$ cat src/hdl/dss_pkg.sv
// Package with the types, codes and defaults shared by the disk seek scheduler files.
package dss_pkg;

   // Fixed widths of the transfer fields.
   localparam int TRACK_W = 16;
   localparam int CSR_W   = 16;

   // Defaults for the top-level parameters.
   localparam int DEF_MAX_REQUESTS = 32;
   localparam int DEF_TRACK_BITS   = 16;

   // Scheduling modes.
   localparam logic [1:0] MODE_FCFS  = 2'd0;
   localparam logic [1:0] MODE_SSTF  = 2'd1;
   localparam logic [1:0] MODE_SCAN  = 2'd2;
   localparam logic [1:0] MODE_CSCAN = 2'd3;

   // Register indexes.
   localparam logic REG_MODE  = 1'b0;
   localparam logic REG_START = 1'b1;

   typedef struct packed {
      logic [TRACK_W-1:0] request_track;
      logic               last_request;
   } req_type;

   typedef struct packed {
      logic [TRACK_W-1:0] served_track;
      logic [TRACK_W-1:0] seek_distance;
      logic               end_of_order;
   } rsp_type;

   // Controls from the sequencer to one cell.
   typedef struct packed {
      logic load;
      logic shift;
      logic clear_served;
      logic mark;
   } cell_ctl_type;

endpackage

$ cat src/hdl/dss_cell.sv
// One cell of the request ring: a stored track and its served flag.
module dss_cell #(
   parameter int TRACK_BITS = dss_pkg::DEF_TRACK_BITS
) (
   input  logic                   clock,
   input  logic                   reset,
   input  dss_pkg::cell_ctl_type  ctl,
   input  logic [TRACK_BITS-1:0]  load_track,
   input  logic [TRACK_BITS-1:0]  next_track,
   input  logic                   next_served,
   output logic [TRACK_BITS-1:0]  track,
   output logic                   served
);
   import dss_pkg::*;

   logic [TRACK_BITS-1:0] track_ff, track_in;
   logic                  served_ff, served_in;

   // A load writes the track; a shift takes the neighbour's contents.
   always_comb begin
      track_in  = track_ff;
      served_in = served_ff;
      if (ctl.load) begin
         track_in = load_track;
      end else if (ctl.shift) begin
         track_in  = next_track;
         served_in = next_served;
      end
      if (ctl.clear_served) begin
         served_in = 1'b0;
      end else if (ctl.mark) begin
         served_in = 1'b1;
      end
   end

   // The track needs no reset; the served flag does.
   always_ff @(posedge clock) begin
      track_ff <= track_in;
      if (reset) begin
         served_ff <= 1'b0;
      end else begin
         served_ff <= served_in;
      end
   end

   assign track  = track_ff;
   assign served = served_ff;

endmodule

$ cat src/hdl/disk_seek_scheduler.sv
// Top level of the disk seek scheduler: request ring, sequencer and result register.
// Requests load one per cycle, while busy is low, into a ring of MAX_REQUESTS cells. The item
// carrying last_request starts scheduling and busy rises. For each of the n stored requests
// the ring rotates once past a single key comparator, then a result state marks the winner
// and issues its result; results appear one per pass, each strobed by rsp_valid for one
// cycle and not held, with end_of_order on the final one. The user must write the
// configuration through csr_we, csr_index and csr_wdata only while busy is low; the
// block itself does not enforce it.
module disk_seek_scheduler #(
   parameter int MAX_REQUESTS = dss_pkg::DEF_MAX_REQUESTS,
   parameter int TRACK_BITS   = dss_pkg::DEF_TRACK_BITS
) (
   input  logic                           clock,
   input  logic                           reset,
   input  logic                           start,
   output logic                           busy,
   input  dss_pkg::req_type               req_data,
   output logic                           rsp_valid,
   output dss_pkg::rsp_type               rsp_data,
   input  logic                           csr_we,
   input  logic                           csr_index,
   input  logic [dss_pkg::CSR_W-1:0]      csr_wdata
);
   import dss_pkg::*;

   localparam int IDX_BITS = (MAX_REQUESTS > 1) ? $clog2(MAX_REQUESTS) : 1;
   localparam int CNT_BITS = $clog2(MAX_REQUESTS + 1);
   localparam int KEY_BITS = ((TRACK_BITS > IDX_BITS) ? TRACK_BITS : IDX_BITS) + 1;

   typedef enum logic [2:0] {
      ST_IDLE = 3'b001,
      ST_PASS = 3'b010,
      ST_EMIT = 3'b100
   } state_type;

   state_type             state_ff, state_in;
   logic [1:0]            mode_ff, mode_in;
   logic [TRACK_BITS-1:0] start_ff, start_in;
   logic [CNT_BITS-1:0]   count_ff, count_in;
   logic [CNT_BITS-1:0]   emitted_ff, emitted_in;
   logic [IDX_BITS-1:0]   slot_ff, slot_in;
   logic [TRACK_BITS-1:0] head_ff, head_in;
   logic                  found_ff, found_in;
   logic [KEY_BITS-1:0]   best_key_ff, best_key_in;
   logic [IDX_BITS-1:0]   best_idx_ff, best_idx_in;
   logic [TRACK_BITS-1:0] best_trk_ff, best_trk_in;
   logic                  rsp_valid_ff, rsp_valid_in;
   rsp_type               rsp_data_ff, rsp_data_in;

   cell_ctl_type          cell_ctl [MAX_REQUESTS];
   logic [TRACK_BITS-1:0] cell_trk [MAX_REQUESTS];
   logic                  cell_srv [MAX_REQUESTS];

   logic                  accept;
   logic [TRACK_BITS-1:0] new_trk;
   logic [TRACK_BITS-1:0] trk0;
   logic [TRACK_BITS-1:0] dist0;
   logic [TRACK_BITS-1:0] best_dist;
   logic                  above;
   logic                  cand;
   logic [KEY_BITS-1:0]   key0;

   assign accept  = start && !busy;
   assign new_trk = TRACK_BITS'(req_data.request_track);
   assign trk0    = cell_trk[0];

   // Ring of cells; each rotates towards cell zero.
   for (genvar g = 0; g < MAX_REQUESTS; g++) begin : g_cell
      always_comb begin
         cell_ctl[g].load         = accept && (count_ff < CNT_BITS'(MAX_REQUESTS)) &&
                                    (count_ff == CNT_BITS'(g));
         cell_ctl[g].shift        = (state_ff == ST_PASS);
         cell_ctl[g].clear_served = accept && req_data.last_request;
         cell_ctl[g].mark         = (state_ff == ST_EMIT) && (best_idx_ff == IDX_BITS'(g));
      end
      dss_cell #(
         .TRACK_BITS(TRACK_BITS)
      ) u_cell (
         .clock      (clock),
         .reset      (reset),
         .ctl        (cell_ctl[g]),
         .load_track (new_trk),
         .next_track (cell_trk[(g + 1) % MAX_REQUESTS]),
         .next_served(cell_srv[(g + 1) % MAX_REQUESTS]),
         .track      (cell_trk[g]),
         .served     (cell_srv[g])
      );
   end

   // Ordering key of the entry now at the comparator; the lowest key wins, and the
   // earliest slot wins a tie because a pass always starts at slot zero.
   always_comb begin
      dist0 = (trk0 > head_ff) ? (trk0 - head_ff) : (head_ff - trk0);
      above = trk0 > start_ff;
      cand  = (CNT_BITS'(slot_ff) < count_ff) && !cell_srv[0];
      unique case (mode_ff)
         MODE_FCFS:  key0 = KEY_BITS'(slot_ff);
         MODE_SSTF:  key0 = KEY_BITS'(dist0);
         MODE_SCAN:  key0 = KEY_BITS'({!above, (above ? trk0 : ~trk0)});
         MODE_CSCAN: key0 = KEY_BITS'({!above, trk0});
         default:    key0 = KEY_BITS'(slot_ff);
      endcase
   end

   assign best_dist = (best_trk_ff > head_ff) ? (best_trk_ff - head_ff)
                                              : (head_ff - best_trk_ff);

   // Sequencer: load, one comparison pass per result, then the result itself.
   always_comb begin
      state_in     = state_ff;
      mode_in      = mode_ff;
      start_in     = start_ff;
      count_in     = count_ff;
      emitted_in   = emitted_ff;
      slot_in      = slot_ff;
      head_in      = head_ff;
      found_in     = found_ff;
      best_key_in  = best_key_ff;
      best_idx_in  = best_idx_ff;
      best_trk_in  = best_trk_ff;
      rsp_valid_in = 1'b0;
      rsp_data_in  = rsp_data_ff;

      if (csr_we) begin
         unique case (csr_index)
            REG_MODE:  mode_in  = csr_wdata[1:0];
            REG_START: start_in = TRACK_BITS'(csr_wdata);
            default:   mode_in  = mode_ff;
         endcase
      end

      unique case (state_ff)
         ST_IDLE: begin
            if (accept) begin
               if (count_ff < CNT_BITS'(MAX_REQUESTS)) begin
                  count_in = count_ff + CNT_BITS'(1);
               end
               if (req_data.last_request) begin
                  state_in   = ST_PASS;
                  head_in    = start_ff;
                  emitted_in = '0;
                  slot_in    = '0;
                  found_in   = 1'b0;
               end
            end
         end
         ST_PASS: begin
            if (cand && (!found_ff || (key0 < best_key_ff))) begin
               found_in    = 1'b1;
               best_key_in = key0;
               best_idx_in = slot_ff;
               best_trk_in = trk0;
            end
            slot_in = slot_ff + IDX_BITS'(1);
            if (slot_ff == IDX_BITS'(MAX_REQUESTS - 1)) begin
               slot_in  = '0;
               state_in = ST_EMIT;
            end
         end
         ST_EMIT: begin
            rsp_valid_in               = 1'b1;
            rsp_data_in.served_track   = TRACK_W'(best_trk_ff);
            rsp_data_in.seek_distance  = TRACK_W'(best_dist);
            rsp_data_in.end_of_order   = (emitted_ff + CNT_BITS'(1) == count_ff);
            head_in    = best_trk_ff;
            emitted_in = emitted_ff + CNT_BITS'(1);
            found_in   = 1'b0;
            slot_in    = '0;
            if (emitted_ff + CNT_BITS'(1) == count_ff) begin
               state_in = ST_IDLE;
               count_in = '0;
            end else begin
               state_in = ST_PASS;
            end
         end
         default: state_in = ST_IDLE;
      endcase
   end

   // Control registers take reset; payload registers do not.
   always_ff @(posedge clock) begin
      if (reset) begin
         state_ff     <= ST_IDLE;
         mode_ff      <= MODE_FCFS;
         start_ff     <= '0;
         count_ff     <= '0;
         emitted_ff   <= '0;
         slot_ff      <= '0;
         head_ff      <= '0;
         found_ff     <= 1'b0;
         rsp_valid_ff <= 1'b0;
      end else begin
         state_ff     <= state_in;
         mode_ff      <= mode_in;
         start_ff     <= start_in;
         count_ff     <= count_in;
         emitted_ff   <= emitted_in;
         slot_ff      <= slot_in;
         head_ff      <= head_in;
         found_ff     <= found_in;
         rsp_valid_ff <= rsp_valid_in;
      end
      best_key_ff <= best_key_in;
      best_idx_ff <= best_idx_in;
      best_trk_ff <= best_trk_in;
      rsp_data_ff <= rsp_data_in;
   end

   assign busy      = (state_ff != ST_IDLE);
   assign rsp_valid = rsp_valid_ff;
   assign rsp_data  = rsp_data_ff;

   // A result follows only a result cycle of the sequencer.
   a_rsp_from_emit: assert property (@(posedge clock) disable iff (reset)
      rsp_valid |-> $past(state_ff == ST_EMIT))
      else $error("result without a result cycle");

   // The fill count never passes the ring depth.
   a_count_bound: assert property (@(posedge clock) disable iff (reset)
      count_ff <= CNT_BITS'(MAX_REQUESTS))
      else $error("request count beyond ring depth");

   // Every pass that reaches a result cycle has found an unserved entry.
   a_found_at_emit: assert property (@(posedge clock) disable iff (reset)
      (state_ff == ST_EMIT) |-> found_ff)
      else $error("result cycle without a candidate");

   // Scheduling never runs on an empty batch.
   a_nonempty: assert property (@(posedge clock) disable iff (reset)
      busy |-> (count_ff != '0))
      else $error("scheduling an empty batch");

endmodule

$ cat config.mk
export PLATFORM = sky130hd
export DESIGN_NAME = disk_seek_scheduler
export DESIGN_NICKNAME = d
export VERILOG_FILES = /design/src/hdl/dss_pkg.sv /design/src/hdl/dss_cell.sv /design/src/hdl/disk_seek_scheduler.sv
export SDC_FILE = /design/constraint.sdc
export NUM_CORES = 1
export LEC_CHECK = 0
export BUFFER_PORTS_ARGS = -buffer_cell sky130_fd_sc_hd__clkbuf_2
export CORE_MARGIN = 2
export CORE_UTILIZATION = 59
export CTS_BUF_LIST = sky130_fd_sc_hd__clkbuf_8
export CTS_CLUSTER_DIAMETER = 100
export CTS_CLUSTER_SIZE = 8
export DETAILED_ROUTE_END_ITERATION = 16
export PLACE_DENSITY = 0.79
export SYNTH_ARGS = -nofsm -noshare
export SYNTH_HDL_FRONTEND = slang
export SYNTH_SLANG_ARGS = --single-unit
$ cat constraint.sdc
create_clock -name clock -period 7.15 [get_ports clock]
set_clock_uncertainty 0.2 [all_clocks]
set_input_delay 0.3575 -clock clock [delete_from_list [all_inputs] [get_ports clock]]
set_output_delay 0.3575 -clock clock [all_outputs]
set_load 0.1 [all_outputs]
==> reports/metrics.yaml, run 1 <==
status:
  status: "finished, final reports clean"
die:
  die_h_um: 238
  die-area_um2: 56400
  rows: 85
  ioPinCount: 73
  start_util_pct: 59.8
  core_um2: 53800
  die-width_um: 238
worst_setup_path:
  worstPathArrival_ns: 6.47
  endpoint_kind: "register"
  startpoint_type: "register"
  critPathMaxFanout: 32
  cp_data_required_time_ns: 7.32
  r2r_cells: 22
  critPathKind: "register to register"
  reg2reg_from: "head_ff[11]"
  regToRegSetupSlack_ns: 0.85
  r2r_end: "best_idx_ff[0]"
place:
  numPortBuffers: 72
  placed_area_um2: 33000
  dp_slack_ns: 0.970
  dp_hpwl_um: 47400
  place_congestion: 0.917
  placed_cells: 3032
job:
  cap_violations: 0
finish:
  fin_area_um2: 34700
  final_nets: 2601
  layout.cells.non_filler: 3183
  multiInputGateArea_um2: 12000
  layout-drive-gt1-share_pct: 29.5
  seqCellArea_um2: 19300
  area_growth_pct: 7.93
  fillers: 3894
sta:
  drv_slew: 0
  timing.final.setup_violations: 0
  min_period_over_period_pct: 88.1
  worst_slack_ns: 0.848
  final-hold-violation-count: 0
  tns_ns: 0
  worstMarginPinSlew_ns: 1.22
  rsz0062_at_grt: "no"
  relSlewSlack_pct: 18.4
  period_minus_slack_ns: 6.30
  fmax_mhz: 159
cts:
  clk_pin_slew_ns: 0.07
  ctsHtreeMaxLevel: 3
  clockBufferDepth: 3
  clock_latency_ns: 0.71
  cts_root_buf: "clkbuf_8"
  cts_tree: "built"
  cts_inserted_buffers: 93
  postCtsSetupRepairBufs: 0
  clock-sinks: 671
yosys:
  synth_flop_cell: "edfxtp_1"
  syn_area_per_cell_um2: 13.5
  ys_seq_area_share_pct: 59.9
  syn_area_um2: 32200
  async_flop_share_pct: 0
  ys_seq_elements: 671
  synth_warnings: 0
  synth_edf_count: 583
  synthCells: 2389
  post_synth_num_cell_types: 74
  syn_nets: 2536
detailed_routing:
  wl_met2_um: 34600
  wl_per_cell_um: 22.8
  met1_length_um: 31300
  num_vias: 19724
  dr.first_iter.drc_count: 1586
  postRouteAntennaNets: 0
  drt_pass1_iterations: 5
  top_layer_used: "met5"
  post-route-drc-count: 0
  wl_met3_um: 4800
  vias_per_cell: 6.20
  wl_um: 72600
hold_path:
  worstHoldEndpoint: "start_ff[12]"
  min_from: "csr_index"
  worstHoldPathCells: 4
  min_path_type: "input port to register"
power:
  seq_power_share_pct: 55.2
  pwr-share-clk_pct: 33.2
  switching_share_pct: 25.7
  power_frac_comb_pct: 11.6
  p_total_mw: 7.89
  p_per_area_nw_per_um2: 227
  p_sw_mw: 2.03
  p_int_mw: 5.86
  peakVddDrop_uv: 182
  leakage_nw: 12.5
global_route:
  gr-total-overflow: 0
  grt_usage_pct: 26.0
  grt_pass1_wl_um: 114000
  antenna_found_initial: 5
  grt_max_degree: 69
  grt_pass1_vias: 20143
cells in the mapped netlist (5+ instances only):
library cell | n | area (µm²)
mux2i_1 | 17 | 170
nand2b_1 | 10 | 62.6
nand2_1 | 264 | 991
and3_1 | 6 | 37.5
o31ai_1 | 5 | 37.5
a31oi_1 | 39 | 244
xnor2_1 | 30 | 263
a22o_1 | 6 | 52.6
clkbuf_1 | 136 | 510
a21oi_1 | 82 | 410
mux2_2 | 519 | 5840
a21boi_0 | 7 | 52.6
edfxtp_1 | 583 | 17500
xor2_1 | 13 | 114
and2_1 | 6 | 37.5
o21a_1 | 7 | 52.6
ha_1 | 105 | 1310
dfxtp_1 | 88 | 1760
o21bai_1 | 5 | 37.5
a211oi_1 | 7 | 52.6
nand4_1 | 23 | 144
nor2_1 | 81 | 304
o21ai_0 | 48 | 240
a311oi_1 | 19 | 166
nor2b_1 | 13 | 81.3
nand3_1 | 24 | 120
inv_1 | 104 | 390
nor3_1 | 21 | 105
a21o_1 | 32 | 240
power by group through the flow:
stage / clock, mW / sequential, mW / combinational (mW)
2_1_floorplan: 0 / 4.43 / 0.626
3_3_place_gp: 0 / 4.44 / 0.882
3_5_place_dp: 0 / 4.44 / 0.886
4_1_cts: 2.66 / 4.36 / 0.904
5_1_grt: 2.81 / 4.36 / 0.998
6_report: 2.62 / 4.36 / 0.917
critical path, stage by stage (launching register included):
cell	delay, ns
dfxtp_1	0.38
inv_1	0.10
ha_1	0.46
nand2_2	0.13
or4_4	0.58
nand3b_4	0.19
a21oi_4	0.47
buf_4	0.31
mux2i_1	0.19
o21ai_0	0.13
a211oi_2	0.35
xnor2_1	0.11
o21ai_1	0.19
ha_1	0.28
a21o_1	0.18
a21o_1	0.17
a21oi_1	0.13
o21ai_0	0.08
a2111oi_0	0.46
a21boi_0	0.25
o211ai_1	0.14
o21ai_4	0.18
buf_12	0.27
layout by cell type, fill, tap and decap left out, types with 13 or more instances in the layout:
| master | n |
|---|---|
| edfxtp_1 | 583 |
| mux2_2 | 519 |
| nand2_1 | 264 |
| inv_1 | 132 |
| ha_1 | 105 |
| clkbuf_8 | 95 |
| dfxtp_1 | 88 |
| nor2_1 | 81 |
| a21oi_1 | 81 |
| clkbuf_2 | 72 |
| o21ai_0 | 47 |
| a31oi_1 | 39 |
| a21o_1 | 32 |
| xnor2_1 | 30 |
| nand3_1 | 24 |
| nand4_1 | 23 |
| dlygate4sd3_1 | 23 |
| nor3_1 | 21 |
| a311oi_1 | 19 |
| buf_4 | 19 |
| mux2i_1 | 17 |
| nor2b_1 | 13 |
| xor2_1 | 13 |
layout make-up:
class | instances | share of cell area [%]
Sequential cell | 671 | 55.5
Clock inverter | 32 | 0.450
Timing Repair Buffer | 115 | 2.17
Clock buffer | 95 | 3.77
Tap cell | 696 | 2.51
Multi-Input combinational cell | 1468 | 34.5
Antenna cell | 1 | 0.00721
Inverter | 105 | 1.14
layer usage:
metal	track usage [%]	vias up
met2	42.2	642
met5	0	-
met3	5.99	143
met1	34.9	9949
li1	-	8986
met4	8.21	4
state kept, by name, indices dropped and copies added (netlist names), 2 cells and up:
signal and flops:
best_idx_ff 5, best_key_ff 17, best_trk_ff 16, count_ff 6, emitted_ff 6, g_cell.u_cell.served 32
g_cell.u_cell.track 512, head_ff 16, mode_ff 2, rsp_data 33, slot_ff 5, start_ff 16
state_ff 3
through the flow:
step                      util (%)  hold WS, ns
final                         64.5        0.105
after global routing          64.5       0.0993
after CTS                     64.5       0.0338
after detailed placement      61.4        0.270
after global placement        61.4        0.264
after floorplan                  -        0.250
kinds of logic after synthesis:
kind of cell    Yosys count  synth area share [%]
flops                   671                  59.9
mux                     539                  18.9
simple gates            479                  6.63
compound gates          297                  6.02
buf+inv                 250                  2.97
fa+ha+maj               109                  4.33
xor+xnor                 44                  1.24
timing repair:
item,4_1_cts,5_1_grt
hold buffers,23,0
gates resized for setup,0,0
endpoints found under the hold margin,22,0
worst max-delay path by stage:
stage,from,end,slack (ns),cells past startpoint
detailed placement,head_ff[11],best_trk_ff[4],0.97,20
global route,head_ff[11],best_idx_ff[0],0.18,21
finish,head_ff[11],best_idx_ff[0],0.85,22
floorplan,g_cell[0].u_cell.track[11],best_idx_ff[0],0.44,20
global placement,head_ff[11],best_trk_ff[3],1.10,22
CTS,head_ff[11],best_idx_ff[0],0.93,20
Power figures use the tool's default switching activity.
==> run 2, diff against run 1 <==
Settings changed: CORE_MARGIN 2 to default.
Clock period 7.15 ns to 5.2 ns, I/O delays scaled along.
==> run 2 against run 1 <==
Effect of this change:
- the run now ends with setup timing left
- sequential power increased by 37%
- core utilization increased by 2.6 points
- critical path depth increased by 1
- non-clock buffer count increased by 135
- final cell count increased by 4.2%
- maximum frequency increased by 17%
- critical endpoint is now best_trk_ff[3]
- total power increased by 41%
- largest cell class unchanged
- global-route usage increased by 0.96 points
- setup slack got worse by 1.1 ns
- count of clock-buffer cells in the layout unchanged
- via count increased by 3.4%
==> reports/metrics.yaml, run 2 (synthesis gave the netlist of run 1 again) <==
status:
  status: "finished, violations left"  # was finished, final reports clean
  violations: "setup timing"
finish:
  final_util_pct: 67.1  # was 64.5%
  mostFrequentLayoutCells: "583 x edfxtp_1, 518 x mux2_2, 264 x nand2_1, 129 x inv_1, 119 x buf_4"  # was 583 x edfxtp_1, 519 x mux2_2, 264 x nand2_1, 132 x inv_1, 105 x ha_1
  fin_area_um2: 36100  # was 34700 µm²
  final_nets: 2736  # was 2601
  layout.cells.non_filler: 3317  # was 3183
  final_common_cell: "edfxtp_1"  # unchanged
  largest_register_ffs: 512  # unchanged
  area_growth_pct: 12.3  # was 7.93%
  layout-drive-gt1-share_pct: 33.3  # was 29.5%
cts:
  clock_latency_ns: 0.71  # about the same
  cts_root_buf: "clkbuf_8"  # unchanged
  cts_inserted_buffers: 93  # unchanged
  ctsHtreeMaxLevel: 3  # unchanged
  clock-sinks: 671  # unchanged
  cts_tree: "built"  # unchanged
  clk_pin_slew_ns: 0.07  # about the same
  clockBufferDepth: 3  # unchanged
sta:
  relSlewSlack_pct: 17.0  # was 18.4%
  drv_slew: 0  # unchanged
  worst_slack_ns: -0.203  # was 0.848 ns
  tns_ns: -7.10  # was 0 ns
  final-hold-violation-count: 0  # unchanged
  period_minus_slack_ns: 5.40  # was 6.30 ns
  timing.final.setup_violations: 38  # was 0
  hold_ws_ns: 0.111  # was 0.105 ns
  fmax_mhz: 185  # was 159 MHz
  rsz0062_at_grt: "yes"  # was no
  worstMarginPinSlew_ns: 1.24  # was 1.22 ns
  min_period_over_period_pct: 104  # was 88.1%
worst_setup_path:
  critical_path.most_common_cell: "buf_4"
  endpoint_kind: "register"  # unchanged
  r2r_cells: 23  # was 22
  reg2reg_from: "g_cell[0].u_cell.track[9]"  # was head_ff[11]
  r2r_end: "best_trk_ff[3]"  # was best_idx_ff[0]
  cp_data_required_time_ns: 5.45  # was 7.32 ns
  startpoint_type: "register"  # unchanged
  worstPathArrival_ns: 5.65  # was 6.47 ns
  critPathMaxFanout: 11  # was 32
  slowest_delay_ns: 0.43  # was 0.58 ns
  regToRegSetupSlack_ns: -0.20  # was 0.85 ns
  critPathKind: "register to register"  # unchanged
  cp_slowest_cell: "edfxtp_1"  # was or4_4
  crit_chain: "buf_4 > ha_1 > a21o_1 > a21o_1 > a21oi_1 > o21ai_0 > a221oi_1 > a21oi_2 > or2_2 > buf_4 > xnor2_1 > o2111ai_2 > ha_1 > nand4_1 > nor3_2 > o21ai_1 > o21ai_2 > a2111oi_4 > a21boi_2 > o211ai_1 > o21ai_4 > buf_4 > buf_12"  # was inv_1 > ha_1 > nand2_2 > or4_4 > nand3b_4 > a21oi_4 > buf_4 > mux2i_1 > o21ai_0 > a211oi_2 > xnor2_1 > o21ai_1 > ha_1 > a21o_1 > a21o_1 > a21oi_1 > o21ai_0 > a2111oi_0 > a21boi_0 > o211ai_1 > o21ai_4 > buf_12
power:
  pwr-share-clk_pct: 32.4  # was 33.2%
  peakVddDrop_uv: 238  # was 182 µV
  p_sw_mw: 2.87  # was 2.03 mW
  seq_power_share_pct: 53.8  # was 55.2%
  leakage_nw: 13.2  # was 12.5 nW
  switching_share_pct: 25.9  # was 25.7%
  p_total_mw: 11.1  # was 7.89 mW
  p_per_area_nw_per_um2: 308  # was 227 nW/µm²
  p_int_mw: 8.24  # was 5.86 mW
  power_frac_comb_pct: 13.7  # was 11.6%
global_route:
  grt_pass1_wl_um: 116000  # was 114000 µm
  grt_usage_pct: 26.9  # was 26.0%
  grt_pass1_vias: 20444  # was 20143
  grt_max_degree: 69  # unchanged
  gr-total-overflow: 0  # unchanged
  antenna_found_initial: 2  # was 5
detailed_routing:
  dr.first_iter.drc_count: 1706  # was 1586
  post-route-drc-count: 0  # unchanged
  wl_um: 75200  # was 72600 µm
  num_vias: 20403  # was 19724
  wl_per_cell_um: 22.7  # was 22.8 µm
  vias_per_cell: 6.15  # was 6.20
  drt_pass1_iterations: 7  # was 5
  postRouteAntennaNets: 0  # unchanged
die:
  start_util_pct: 59.8  # unchanged
  rows: 85  # unchanged
  core_um2: 53800  # unchanged
  die_h_um: 236  # was 238 µm
  ioPinCount: 73  # unchanged
  die-width_um: 236  # was 238 µm
  die-area_um2: 55500  # was 56400 µm²
hold_path:
  worstHoldEndpoint: "start_ff[3]"  # was start_ff[12]
  worstHoldPathCells: 4  # unchanged
  min_path_type: "input port to register"  # unchanged
  min_from: "csr_index"  # unchanged
place:
  dp_slack_ns: -0.249  # was 0.970 ns
  dp_hpwl_um: 47500  # was 47400 µm
  placed_cells: 3125  # was 3032
  place_congestion: 0.929  # was 0.917
  numPortBuffers: 72  # unchanged
  placed_area_um2: 33800  # was 33000 µm²
job:
  cap_violations: 0  # unchanged
## run 2: cell count changes in the layout (fill, tap and decap cells not counted), moves of 5 or more
cell / change
dlygate4sd3_1: +26
o21ai_0: -5
buf_4: +100
ha_4: +9
buf_6: +5
ha_1: -9
## run 2: area by class of cell
class                   count  area [µm²]
flip-flops and latches    671       19300
fillers                  3709       17700
multi-input cells        1468       12200
repair buffers            250        1900
clock buffers              95        1310
well taps                 696         871
inverters                 105         394
clock inverters            29         146
diodes                      3        7.51
## run 2: timing repair
action	in CTS	in global routing
pin swaps	0	8
endpoints found under the setup margin	38	38
gates resized for setup	13	27
gates cloned	1	1
endpoints found under the hold margin	34	0
hold buffers	49	0
setup buffers	8	7
## run 2: worst max-delay path by stage
stage / endpoint / slack [ns] / start
floorplan: best_idx_ff[0] / -0.24 / g_cell[0].u_cell.track[9]
global placement: best_trk_ff[15] / -0.12 / g_cell[0].u_cell.track[0]
detailed placement: best_trk_ff[11] / -0.25 / g_cell[0].u_cell.track[15]
CTS: best_trk_ff[9] / -0.21 / g_cell[0].u_cell.track[8]
global route: best_key_ff[3] / -0.39 / g_cell[0].u_cell.track[14]
finish: best_trk_ff[3] / -0.20 / g_cell[0].u_cell.track[9]
## run 2: per-layer routing
metal | share of wire [%] | vias up | GRT usage, %
li1 | - | 9261 | -
met1 | 43 | 10234 | 36.9
met2 | 48 | 728 | 43.7
met3 | 6.0 | 180 | 4.43
met4 | 3.0 | 0 | 9.39
met5 | 0 | - | 0
## run 2: power groups by stage
| stage | Sequential, mW | Clock, mW | Combinational, mW |
|---|---|---|---|
| after detailed placement | 6.09 | 0 | 1.38 |
| after global placement | 6.09 | 0 | 1.36 |
| after CTS | 5.98 | 3.64 | 1.44 |
| after global routing | 5.99 | 3.83 | 1.64 |
| final | 5.98 | 3.60 | 1.53 |
| after floorplan | 6.09 | 0 | 0.888 |
## run 2: critical path: cells and delay by family, from the launching register on
kind            cells  cell delay [ns]
xor+xnor            1             0.21
buf+inv             4             0.69
flops               1             0.43
fa+ha+maj           2             0.64
compound gates     13             2.21
simple gates        3             0.77
